### src/sv/gps_isqrt.sv
// floor square root, restoring, one root bit per stage
module gps_isqrt #(
  parameter int IW = 64
) (
  input  logic            clk,
  input  logic            en,
  input  logic [IW-1:0]   rad,
  output logic [IW/2-1:0] root
);

  localparam int OW = IW / 2;
  localparam int RW = OW + 2;

  logic [IW-1:0] rad_r  [OW];
  logic [RW-1:0] rem_r  [OW];
  logic [OW-1:0] root_r [OW];

  for (genvar i = 0; i < OW; i++) begin : g_st
    logic [IW-1:0] rad_in;
    logic [RW-1:0] rem_in;
    logic [OW-1:0] root_in;
    logic [RW+1:0] cand;
    logic [RW+1:0] trial;

    if (i == 0) begin : g_first
      assign rad_in  = rad;
      assign rem_in  = '0;
      assign root_in = '0;
    end else begin : g_next
      assign rad_in  = rad_r[i-1];
      assign rem_in  = rem_r[i-1];
      assign root_in = root_r[i-1];
    end

    assign cand  = {rem_in, rad_in[IW-1 -: 2]};
    assign trial = {2'b00, root_in, 2'b01};

    always_ff @(posedge clk) begin
      if (en) begin
        rad_r[i] <= rad_in << 2;
        if (cand >= trial) begin
          rem_r[i]  <= RW'(cand - trial);
          root_r[i] <= {root_in[OW-2:0], 1'b1};
        end else begin
          rem_r[i]  <= cand[RW-1:0];
          root_r[i] <= {root_in[OW-2:0], 1'b0};
        end
      end
    end
  end

  assign root = root_r[OW-1];

endmodule

### config.mk
export PLATFORM = sky130hd
export DESIGN_NAME = gps_isqrt
export DESIGN_NICKNAME = d
export VERILOG_FILES = /design/src/sv/gps_isqrt.sv
export SDC_FILE = /design/constraint.sdc
export NUM_CORES = 2
export LEC_CHECK = 0
export BUFFER_PORTS_ARGS = -buffer_cell sky130_fd_sc_hd__buf_4
export CAP_MARGIN = 30
export CORE_MARGIN = 10
export CORE_UTILIZATION = 58
export CTS_CLUSTER_DIAMETER = 60
export DETAILED_ROUTE_END_ITERATION = 10
export PLACE_DENSITY = 0.77
export SETUP_SLACK_MARGIN = 0.1
export SLEW_MARGIN = 20
export SYNTH_ARGS = -nofsm -noshare
export SYNTH_HDL_FRONTEND = slang
export SYNTH_MEMORY_MAX_BITS = 65536
export SYNTH_SLANG_ARGS = --single-unit
### constraint.sdc
create_clock -name clk -period 4.13 [get_ports clk]
set_clock_uncertainty 0.2 [all_clocks]
set_input_delay 0.2065 -clock clk [delete_from_list [all_inputs] [get_ports clk]]
set_output_delay 0.2065 -clock clk [all_outputs]
set_load 0.05 [all_outputs]
==> Word-level counts from Yosys, hierarchy flattened <==
Memory sizes are Yosys's and may differ from the RTL's.
Index checks and enable logic that the tools add are counted.
{ "classes": {"addsub": 32, "multipliers": 0, "n_div": 0, "order_cmp": 32, "eq_ne": 0, "shift": 0, "muxes": 258, "bitwise": 64, "n_reduce_logical": 0} }
{ "ops": {"columns": ["op", "count"], "rows": [
  ["36-bit by 34-bit >= comparator with 1-bit output", 31],
  ["34-bit two-way mux", 32],
  ["34-bit subtractor", 31],
  ["32-bit two-way mux", 32],
  ["1-bit two-way mux", 194],
  ["1-bit bitwise OR", 64],
  ["2-bit by 1-bit subtractor with 3-bit output, second input constant", 1],
  ["2-bit by 1-bit >= comparator with 1-bit output, second input constant", 1]
]} }
{ "totals": {"regBits": 0, "latchBits": 0, "mem_bits_rw": 4096, "mem_bits_ro": 0, "out_inout_bits": 32, "elab_cells": 389, "memories": 3} }
{ "memory_table": {"columns": ["memory", "words", "width", "read_ports", "rd_clocked_by_memory_dff", "write_ports", "line_no", "source"], "rows": [
  ["rad_r", 32, 62, 31, 0, 32, "14", "logic [IW-1:0] rad_r [OW];"],
  ["rem_r", 32, 34, 31, 0, 32, "15", "logic [RW-1:0] rem_r [OW];"],
  ["root_r", 32, 32, 32, 0, 32, "16", "logic [OW-1:0] root_r [OW];"]
]} }

==> Logic depth before layout (Yosys ltp) <==
An unclocked memory read counts as a cell.
{ "depth": {"ltp_word": 6, "ltp_mapped": 16, "ltp_nobuf": 13} }

==> Worst setup path after synthesis <==
No wires, ideal clock.
{ "synth_path": {"path_kind": "register to register", "start": "memory rem_r[0][460] (netlist bit)", "end": "memory rem_r[0][487] (netlist bit) (data pin)", "setup_ns": 0.260, "arrival_ns": 3.403, "setup_slack_ns": 0.267, "path_stages_with_launch": 11, "path_buffers": 2, "synth_period_minus_slack_ns": 3.863, "cell_sequence": "edfxtp_1 > or3_1 > or2_2 > or4_1 > or2_1 > clkbuf_1 > or3_1 > or4_4 > nor3_4 > buf_2 > mux2_2"} }
{ "synth_lines": {"columns": ["element", "line_no"], "rows": [
  ["start: declaration", "15"]
]} }

==> flow_summary_export.csv <==
group,metric,value,unit
finish,layout_common_cells,"edfxtp_1, inv_1, nand2_1",
pwr,totalPowerFinal,74.91,mW
synthesis,yosys.area.top_type,"edfxtp_1",
hold_path,holdPathEnd,"rem_r[0][0]",
synthesis,synth_flop_cell,"edfxtp_1",
pwr,power.leakage,51.17,nW
synthesis,synthMuxAreaShare,0.006353,
place,port_buffers,97,
detailed_routing,remaining_drc_errors,0,
finish,multi_input_area,38240,µm²
synthesis,synth_top_family_by_area,"simple AND/OR/NAND/NOR gates",
synthesis,synth_area,117200,µm²
timing,relSlewSlack,0.2688,
grt,grt_use_met2,0.3522,
timing,finalCritPeriodShare,0.9424,
timing,rsz0062_at_grt,"false",
critical_path,cpLargestDelayFamily,"compound AO/OA/AOI/OAI gates",
clock_tree,clock_latency,0.91,ns
detailed_routing,drt-total-wl,236500,µm
grt,first_global_vias,69985,
job,maxCapViolCount,0,
detailed_routing,vias,71180,
timing,fmax,256.9,MHz
critical_path,crit_chain,"ha_1 -> a21o_1 -> a211o_1 -> a2111o_1 -> a21oi_1 -> o41ai_1 -> a31o_2 -> and3_1 -> a211o_1 -> nor4bb_2 -> xor2_1",
clock_tree,cts_tree,"built",
finish,seqCellArea,75750,µm²
synthesis,synthDistinctLibCells,86,
pwr,peakVddDrop,0.4880,mV
critical_path,r2r_end,"rem_r[0][533]",
clock_tree,cts_buffers,287,
die,die_area,220400,µm²
clock_tree,cts-htree-levels,5,
die,core-area,200300,µm²
critical_path,cp_common_cell,"a211o_1",
synthesis,syn-num-nets,9682,
critical_path,crit_buf_inv,0,
synthesis,syn_inst,9053,
die,initial_utilization,0.5851,
finish,final_net_count,10158,
timing,setup_viol,0,
synthesis,synth-simple-area-share,0.1002,
synthesis,yosys-top-cells-area,"edfxtp_1, ha_1, xor2_1",
die,die_h,469.5,µm
critical_path,reg2reg_depth,11,
place,dp_hpwl,164400,µm
finish,fillerInstances,14283,
hold_path,hold_start,"rad[62]",
critical_path,cp_data_arrival_time,4.33,ns
die,ios,98,
grt,antenna_found_initial,2,
grt,top_usage_layer,"met2",
synthesis,ys_ff_latch,2523,
detailed_routing,drtIter0Drc,6461,
synthesis,synth_xor_area_frac,0.06226,
grt,grt_use_total,0.2079,
critical_path,path_class,"reg2reg",
timing,hold_viol,0,
critical_path,crit_path_end_kind,"register",
synthesis,synth-edff-count,2522,
critical_path,max_stage_delay,0.43,ns
synthesis,yosys_warnings,0,
critical_path,critPathMaxFanout,10,
finish,layout-drive-gt1-share,0.08498,
grt,grt_max_degree,203,
finish,area_growth,13.13,%
timing,period_minus_slack,3.892,ns
synthesis,synthAdderAreaFrac,0.06012,
timing,drv_slew,0,
synthesis,synthArstFlopShare,0,
timing,tightest_slew,1.097,ns
hold_path,holdCritPathClass,"in2reg",
synthesis,synth_compound_area_frac,0.09555,
synthesis,syn_area_per_cell,12.94,µm²
critical_path,worstPathRequired,4.57,ns
finish,post-route-util,0.6619,
synthesis,yosysSeqAreaShare,0.6465,
detailed_routing,avgRoutedWirePerCell,19.09,µm
die,die_w,469.5,µm
clock_tree,cts_max_path_buffers,4,
detailed_routing,postRouteAntennaNets,0,
critical_path,reg2reg_setup_slack,0.24,ns
grt,gr-total-overflow,0,
finish,mostFrequentLayoutCell,"edfxtp_1",
clock_tree,clockRootBuffer,"clkbuf_16",
timing,setup-tns-final,0,ns
critical_path,start_kind,"register",
grt,grt_pass1_wl,374000,µm
place,gp_congestion,0.9378,
clock_tree,clkTransAtPathRegs,0.06,ns
die,fp-row-count,164,
detailed_routing,first_pass_iters,7,
detailed_routing,via_per_inst,5.745,
grt,met1_usage,0.2745,
hold_path,whs_path_depth,4,
clock_tree,cts.sinks,2523,
critical_path,crit_path_top_delay_cell,"a211o_1",
pwr,power_density,565.1,nW/µm²
grt,met3_usage,0.03192,
synthesis,synth_top_area_share,0.6463,
critical_path,rr_startpoint,"rem_r[0][482]",
run_status,status,"finished clean",
kinds of logic after synthesis:
| family | Yosys count |
|---|---|
| xor gates and xnor gates | 833 |
| and+or+nand+nor | 2341 |
| muxes | 68 |
| buffers and inverters | 902 |
| DFF | 2523 |
| AOI/OAI and AO/OA | 1823 |
| adders and majority gates | 563 |
cells in the mapped netlist, types with 62 or more instances:
library cell,count
ha_1,563
nand2_1,631
nand3_1,129
xnor2_1,405
nand2b_1,119
a21o_1,281
xor2_1,428
nor2b_1,84
o21ai_0,487
a21oi_1,570
nor3_1,226
inv_1,704
or3_1,99
edfxtp_1,2522
nor4_1,122
and3_1,62
nand4_1,92
clkbuf_1,179
o21a_1,107
nor2_1,494
worst reg2reg max path: stages, from the launching register on:
cell and delay, ns:
edfxtp_1 0.38, ha_1 0.38, a21o_1 0.21, a211o_1 0.31, a2111o_1 0.35, a21oi_1 0.25
o41ai_1 0.18, a31o_2 0.30, and3_1 0.18, a211o_1 0.43, nor4bb_2 0.38, xor2_1 0.10
state kept, by name, indices dropped and copies added (netlist names):
name and flops:
rem_r 1003, rad_r 992, root_r 528
worst max path at each step:
stage | start | endpoint | depth (start not counted)
3_5_place_dp | rem_r[0][340] | rem_r[0][406] | 11
6_report | rem_r[0][482] | rem_r[0][533] | 11
3_3_place_gp | rem_r[0][340] | rem_r[0][402] | 11
5_1_grt | rem_r[1][54] | rem_r[1][90] | 11
4_1_cts | rem_r[0][532] | rem_r[1][24] | 10
2_1_floorplan | rem_r[0][460] | rem_r[0][487] | 10
through the flow:
step / setup slack, ns / instance area [µm²] / hold WS [ns] / cells
final: 0.2380 / 132600 / 0.07492 / 12390
after global routing: 0.1000 / 132600 / 0.05494 / 12390
after CTS: 0.1122 / 132300 / 0.02338 / 12383
after detailed placement: 0.03386 / 121900 / 0.1858 / 11761
after global placement: 0.1026 / 121900 / 0.1847 / 11761
after floorplan: 0.2671 / 117200 / 0.1054 / 9053
report_power, final:
group	internal (mW)	switching [mW]
Combinational	6.64	8.94
Clock	14.8	9.85
Sequential	32.5	2.20
Total	53.9	21.0
layer usage:
| layer | vias to the layer above | part of all wire |
|---|---|---|
| met5 | - | 0 |
| met1 | 34378 | 0.43 |
| li1 | 34372 | - |
| met3 | 525 | 0.054 |
| met4 | 0 | 0.033 |
| met2 | 1905 | 0.49 |
timing repair:
item | CTS | global route
setup endpoints to repair | 6 | 156
endpoints found under the hold margin | 644 | 0
pin swaps | 0 | 2
gates resized for setup | 1 | 36
setup buffers | 0 | 2
hold buffers | 130 | 0
cell type report:
cell class              instances  share of cell area
diodes                          2          0.00003776
clock buffers                 331             0.05655
clock inverters               161             0.01196
inverters                     706             0.01999
multi-input cells            5628              0.2885
flip-flops and latches       2523              0.5715
well taps                    2656             0.02507
repair buffers                383             0.02644
No activity file was read; power rests on OpenSTA's default activity.
