## config.mk

```make
export PLATFORM = sky130hd
export DESIGN_NAME = gps_div
export DESIGN_NICKNAME = d
export VERILOG_FILES = /design/src/sv/gps_pkg.sv /design/src/sv/gps_div.sv
export SDC_FILE = /design/constraint.sdc
export NUM_CORES = 2
export LEC_CHECK = 0
export BUFFER_PORTS_ARGS = -buffer_cell sky130_fd_sc_hd__buf_4
export CAP_MARGIN = 30
export CORE_ASPECT_RATIO = 0.75
export CORE_UTILIZATION = 25
export CTS_CLUSTER_SIZE = 20
export DETAILED_ROUTE_END_ITERATION = 8
export GPL_ROUTABILITY_DRIVEN = 0
export GPL_TIMING_DRIVEN = 0
export PLACE_DENSITY = 0.35
export SETUP_SLACK_MARGIN = 0.15
export SYNTH_ARGS = -nofsm -noshare
export SYNTH_HDL_FRONTEND = slang
export SYNTH_SLANG_ARGS = --single-unit
export TNS_END_PERCENT = 10
```

## constraint.sdc

```tcl
create_clock -name clk -period 4.35 [get_ports clk]
set_input_delay 0.435 -clock clk [delete_from_list [all_inputs] [get_ports clk]]
set_output_delay 0.435 -clock clk [all_outputs]
set_load 0.02 [all_outputs]
```

## src/sv/gps_pkg.sv

```systemverilog
package gps_pkg;

  // default width of the uniform source words
  localparam int UNIFORM_BITS_DEF = 32;

  // field widths
  localparam int UW      = 32;  // uniform word on the bus
  localparam int SIGMA_W = 24;
  localparam int MEAN_W  = 32;
  localparam int OUT_W   = 32;

  // -log2 unit
  localparam int LOG_ITER = 24;          // fraction bits, one squaring each
  localparam int LOG_LAT  = LOG_ITER + 3; // lzc, normalise, squarings, final
  localparam int L_W      = 30;          // Q.24 result, at most 62.0

  // pipelined square roots
  localparam int SQS_IW = 64;            // radicand of sqrt(R)
  localparam int SQG_IW = 56;            // radicand of sqrt(T << 24)

  // divider: quotient Q.30, never above 1.0
  localparam int QW = 31;

  localparam logic [30:0] TWO_LN2_Q30 = 31'd1488522236;
  localparam logic [63:0] ONE_Q62     = 64'h4000_0000_0000_0000;
  localparam logic [29:0] L_MAX       = 30'd1040187392;  // 62.0 in Q.24
  localparam logic [30:0] Q_ONE       = 31'h4000_0000;   // 1.0 in Q.30

  // register indexes
  localparam logic [1:0] REG_SIGMA  = 2'd0;
  localparam logic [1:0] REG_X_MEAN = 2'd1;
  localparam logic [1:0] REG_Y_MEAN = 2'd2;

  localparam logic [23:0] SIGMA_RST = 24'd65536;

endpackage

```

## src/sv/gps_div.sv

```systemverilog
// trunc(mag * 2^30 / den), mag <= den, one quotient bit per stage
module gps_div (
  input  logic                   clk,
  input  logic                   en,
  input  logic [31:0]            mag,
  input  logic [31:0]            den,
  output logic [gps_pkg::QW-1:0] quo
);

  localparam int QW = gps_pkg::QW;

  logic [31:0]   rem_r [QW];
  logic [31:0]   den_r [QW];
  logic [QW-1:0] q_r   [QW];

  for (genvar i = 0; i < QW; i++) begin : g_st
    logic [31:0]   rem_in;
    logic [31:0]   den_in;
    logic [QW-1:0] q_in;
    logic          bit_in;
    logic [32:0]   cand;

    if (i == 0) begin : g_first
      // upper dividend bits give quotient zero, leaving mag >> 1
      assign rem_in = {1'b0, mag[31:1]};
      assign den_in = den;
      assign q_in   = '0;
      assign bit_in = mag[0];
    end else begin : g_next
      assign rem_in = rem_r[i-1];
      assign den_in = den_r[i-1];
      assign q_in   = q_r[i-1];
      assign bit_in = 1'b0;
    end

    assign cand = {rem_in, bit_in};

    always_ff @(posedge clk) begin
      if (en) begin
        den_r[i] <= den_in;
        if (cand >= {1'b0, den_in}) begin
          rem_r[i] <= 32'(cand - {1'b0, den_in});
          q_r[i]   <= {q_in[QW-2:0], 1'b1};
        end else begin
          rem_r[i] <= cand[31:0];
          q_r[i]   <= {q_in[QW-2:0], 1'b0};
        end
      end
    end
  end

  assign quo = q_r[QW-1];

endmodule

```

Word level (Yosys, flattened, before mapping)

Memory sizes are Yosys's and may differ from the RTL's.
Cells that the tools add are included.
W data, S select, Z words.

Add/subtract/negate cells: 31
$lt $le $gt $ge: 31
Muxes and demuxes: 250
Bitwise operators: 62

Operators by type and width:

| operator         | count |
|---|---|
| $mux W32         | 31 |
| $sub A32 B32 Y32 | 31 |
| $ge A33 B32 Y1   | 30 |
| $mux W31         | 31 |
| $mux W1          | 188 |
| $or A1 B1 Y1     | 62 |
| $ge A32 B32 Y1   | 1 |

Bits in registers: 0
RAM bits: 2945
Input port bits: 66
Output and inout bits: 31
Memories kept: 3

Memories:

| name  | depth | width | rd ports | clocked after memory_dff | wr ports | line          | text |
|---|---|---|---|---|---|---|---|
| den_r | 31    | 32    | 30       | 0                        | 31       | gps_div.sv:13 | `logic [31:0] den_r [QW];` |
| rem_r | 31    | 32    | 30       | 0                        | 31       | gps_div.sv:12 | `logic [31:0] rem_r [QW];` |
| q_r   | 31    | 31    | 31       | 0                        | 31       | gps_div.sv:14 | `logic [QW-1:0] q_r [QW];` |

Logic depth before layout (Yosys ltp)

An unclocked memory read counts as a cell.

Word-level depth: 6
Mapped depth: 15
Gate-level depth less buffers: 13

Worst setup path before layout

No wires, ideal clock.

Kind: register to register
Start: mem den_r[8][1] (netlist: den_r[0][257])
End: mem rem_r[9][5] (netlist: rem_r[0][293]) (data pin)
Arrival: 3.365 ns
Slack: 0.725 ns
Cell stages (with the launch flop): 14
Buffers on the path: 1
Clock period less this slack: 3.625 ns
Path through: edfxtp_1 -> inv_1 -> ha_1 -> nor2b_1 -> o31a_1 -> o31a_1 -> o41a_1 -> a2111oi_4 -> o211ai_2 -> a31oi_4 -> nand3_2 -> a21oi_4 -> buf_6 -> mux2_2

RTL lines:

| item            | line |
|---|---|
| start, declared | gps_div.sv:13 |
| end, declared   | gps_div.sv:12 |

==> run_results.csv <==
group,metric,value,unit
layout,fill_cells,55032,
clock_network,cts_tree,"built",
synthesis,synth-warning-count,0,
clock_network,clkSlewWorstSetupHoldPaths,0.06,ns
worst_setup_path,worstPathRequired,5.01,ns
worst_setup_path,path_cells,"inv_1 > ha_1 > nand3_1 > o21bai_1 > a21oi_1 > o31ai_2 > o21ai_4 > a211oi_1 > o31a_1 > o21ai_2 > clkbuf_1 > o21ai_0",
flow_run,drv_cap,0,
pwr,p_leak,62.39,nW
synthesis,yosys.area.top_type,"edfxtp_1",
route,wl,421900,um
place,placed_area,146500,um2
place,dp_cells,19041,
grt,grt_antenna_before_repair,33,
worst_setup_path,path_delay_family,"compound AO/OA/AOI/OAI gates",
worst_setup_path,crit_fanout,10,
worst_setup_path,end_kind,"register",
worst_setup_path,rr_startpoint,"den_r[0][327]",
route,postRouteAntennaNets,0,
grt,overflow,0,
worst_setup_path,r2r_cells,12,
route,detail_route.first_pass.iterations,5,
route,avgRoutedWirePerCell,21.45,um
synthesis,syn_avg_cell_area,11.57,um2
clock_network,h-tree-depth,5,
floorplan,dieArea,545500,um2
synthesis,synth_edf_count,2414,
floorplan,core_area,538700,um2
layout,stdcell_count,19670,
synthesis,synth-seq-cells,2416,
synthesis,ys_seq_area_share,53.47,%
grt,grt_pass1_wl,618700,um
layout,multi_input_area,58280,um2
clock_network,numCtsBuffers,287,
sta,post-route-period-util,96.93,%
route,drc_errors,0,
synthesis,synth_area_leaders,"edfxtp_1 (53%), ha_1 (9.1%), mux2_2 (4.5%)",
sta,worst_pin_slew,1.038,ns
sta,worst_clock_skew,0.06117,ns
grt,grt_pass1_vias,91318,
grt,grtUsageTotal,14.99,%
floorplan,die_width,852.5,um
worst_setup_path,ff2ff_setup_slack,0.13,ns
layout,design_area,158000,um2
sta,final-setup-viol-count,0,
route,drtIter0Drc,7576,
grt,grt_max_degree,150,
synthesis,yosysUniqueCellTypes,94,
worst_hold_path,hold_path.class,"input pin to register",
worst_setup_path,worstSetupPathType,"register to register",
sta,rsz0062_at_grt,"yes",
synthesis,ys.flop_type,"edfxtp_1",
layout,layout_common_cells,"edfxtp_1 (2,414), inv_1 (1,255), ha_1 (988), a21oi_1 (945), nor2_1 (709)",
place,place.detailed.hpwl,325800,um
sta,slew_headroom,30.82,%
clock_network,clk_latency,0.97,ns
layout,layout_commonest_cell,"edfxtp_1",
layout,area_growth,16.51,%
sta,hold_viol_final,0,
worst_setup_path,cp.buffers_inverters,2,
clock_network,root_buffer,"clkbuf_16",
sta,clock.fmax,237.2,MHz
synthesis,synth_cells,11725,
worst_setup_path,cp-start-kind,"register",
floorplan,die_h,639.9,um
floorplan,start_util,25.18,%
sta,period_minus_slack,4.216,ns
synthesis,async_reset_ff_share,0,%
worst_setup_path,critPathMaxStageDelay,0.64,ns
route,vias_per_cell,4.725,
route,num_vias,92948,
worst_setup_path,critPathArrivalTime,4.88,ns
synthesis,synth_area,135600,um2
worst_hold_path,min_to,"rem_r[0][18]",
layout,drive_gt1_share,12.06,%
place,portBuffers,96,
pwr,power.density,733.9,nW/um2
layout,nNetsFinal,13355,
clock_network,clk_path_buf_depth,4,
floorplan,rows,233,
floorplan,boundaryPins,97,
layout,final-seq-area,72530,um2
worst_hold_path,hp-start,"mag[18]",
clock_network,clock_sinks,2416,
worst_hold_path,hold_path_depth,4,
synthesis,netlist.area_leader.share,53.44,%
synthesis,synth_nets,12812,
outcome,outcome,"completed",
pwr,peakVddDrop,0.3065,mV
sta,drv_slew,0,
worst_setup_path,r2r-end,"rem_r[0][379]",
worst_setup_path,cp_slowest_cell,"clkbuf_1",
-- stage by stage --
stage	utilization [%]	setup WS (ns)	power, mW	setup TNS [ns]	hold slack, ns
6_report	29.33	0.1337	116.0	0	0.1478
5_1_grt	29.33	0.02174	123.9	0	0.1228
4_1_cts	29.15	-0.1971	116.3	-0.7991	0.03190
3_5_place_dp	27.19	-1.351	90.30	-315.88	0.4045
3_3_place_gp	26.97	-15.83	90.33	-	0.4011
2_1_floorplan	-	0.7251	74.21	0	0.4003
-- how the worst max path moves through the flow --
stage | startpoint | endpoint | slack [ns] | cells after the start
5_1_grt | rem_r[0][136] | rem_r[0][177] | 0.02 | 13
4_1_cts | den_r[0][97] | rem_r[0][158] | -0.20 | 13
6_report | den_r[0][327] | rem_r[0][379] | 0.13 | 12
3_5_place_dp | en | rem_r[1][91] | -1.35 | 11
2_1_floorplan | den_r[0][257] | rem_r[0][293] | 0.73 | 13
3_3_place_gp | en | rem_r[1][313] | -15.83 | 10
-- tightest hold or removal path: cells and delay by family --
family                   cells  cell delay [ns]
AO/OA/AOI/OAI                1             0.15
XOR/XNOR                     1             0.09
adder cells (fa/ha/maj)      1             0.20
buffers and inverters        1             0.08
-- cells in the mapped netlist, drive strengths merged (19+ instances only) --
| cell type | count |
|---|---|
| a2111oi | 32 |
| xnor2 | 526 |
| ha | 991 |
| nor2b | 122 |
| nand3 | 205 |
| o21a | 166 |
| a211oi | 75 |
| a211o | 22 |
| or3 | 50 |
| nor4 | 40 |
| a21boi | 39 |
| mux2 | 542 |
| nor3b | 19 |
| o31ai | 59 |
| o21bai | 115 |
| inv | 1256 |
| a31oi | 93 |
| and3 | 94 |
| clkbuf | 209 |
| mux2i | 50 |
| nand2 | 542 |
| edfxtp | 2414 |
| nor2 | 714 |
| buf | 69 |
| a221oi | 25 |
| nand2b | 121 |
| fa | 30 |
| or2 | 31 |
| a31o | 34 |
| and4 | 20 |
| xor2 | 265 |
| o41ai | 25 |
| o211ai | 60 |
| nand4 | 134 |
| o31a | 44 |
| nor3 | 121 |
| a311oi | 21 |
| a21oi | 978 |
| a21o | 474 |
| o21ai | 579 |
| and2 | 72 |
-- layer usage --
metal / part of all wire [%] / global-route usage, % / vias to the layer above
li1: - / - / 44365
met1: 50 / 22.31 / 45884
met2: 43 / 22.96 / 2240
met3: 5.2 / 2.358 / 455
met4: 1.8 / 2.870 / 4
met5: 0.0043 / 0 / -
-- repair_timing --
item	in CTS	in global routing
pin swaps	17	31
buffers inserted	8	27
endpoints found under the setup margin	835	809
gates resized for setup	201	183
cloned	0	2
hold endpoints to repair	64	0
hold buffers	66	0
-- registers in the layout (all words and copies together), names as in the netlist --
signal,flops
den_r,960
q_r,496
rem_r,960
-- kinds of logic (layout without fill, tap and decap cells) --
group | after synthesis | in the layout | synth area share (%)
flops | 2416 | 2416 | 53.47
simple gates | 2356 | 2356 | 8.419
buf+inv | 1534 | 2300 | 4.320
other cells | 0 | 12 | 0
mux | 592 | 592 | 4.869
compound gates | 3015 | 3015 | 14.23
xor+xnor | 791 | 791 | 5.108
fa+ha+maj | 1021 | 1021 | 9.585
-- power breakdown --
group	total, mW	internal, mW	switching [mW]
sequential	38.3	34.1	4.22
combinational	53.6	23.2	30.3
clock	24.1	13.7	10.4
-- area by class of cell --
class                      count  share of cell area (%)
timing repair buffer         254                   1.814
sequential                  2416                   45.90
inverter                    1256                   2.983
clock buffer                 341                   4.727
clock inverter               171                   1.050
buffer                       278                  0.9580
tap                         7167                   5.674
antenna                       12                 0.01900
multi-input combinational   7775                   36.88
Power figures use the tool's default switching activity.
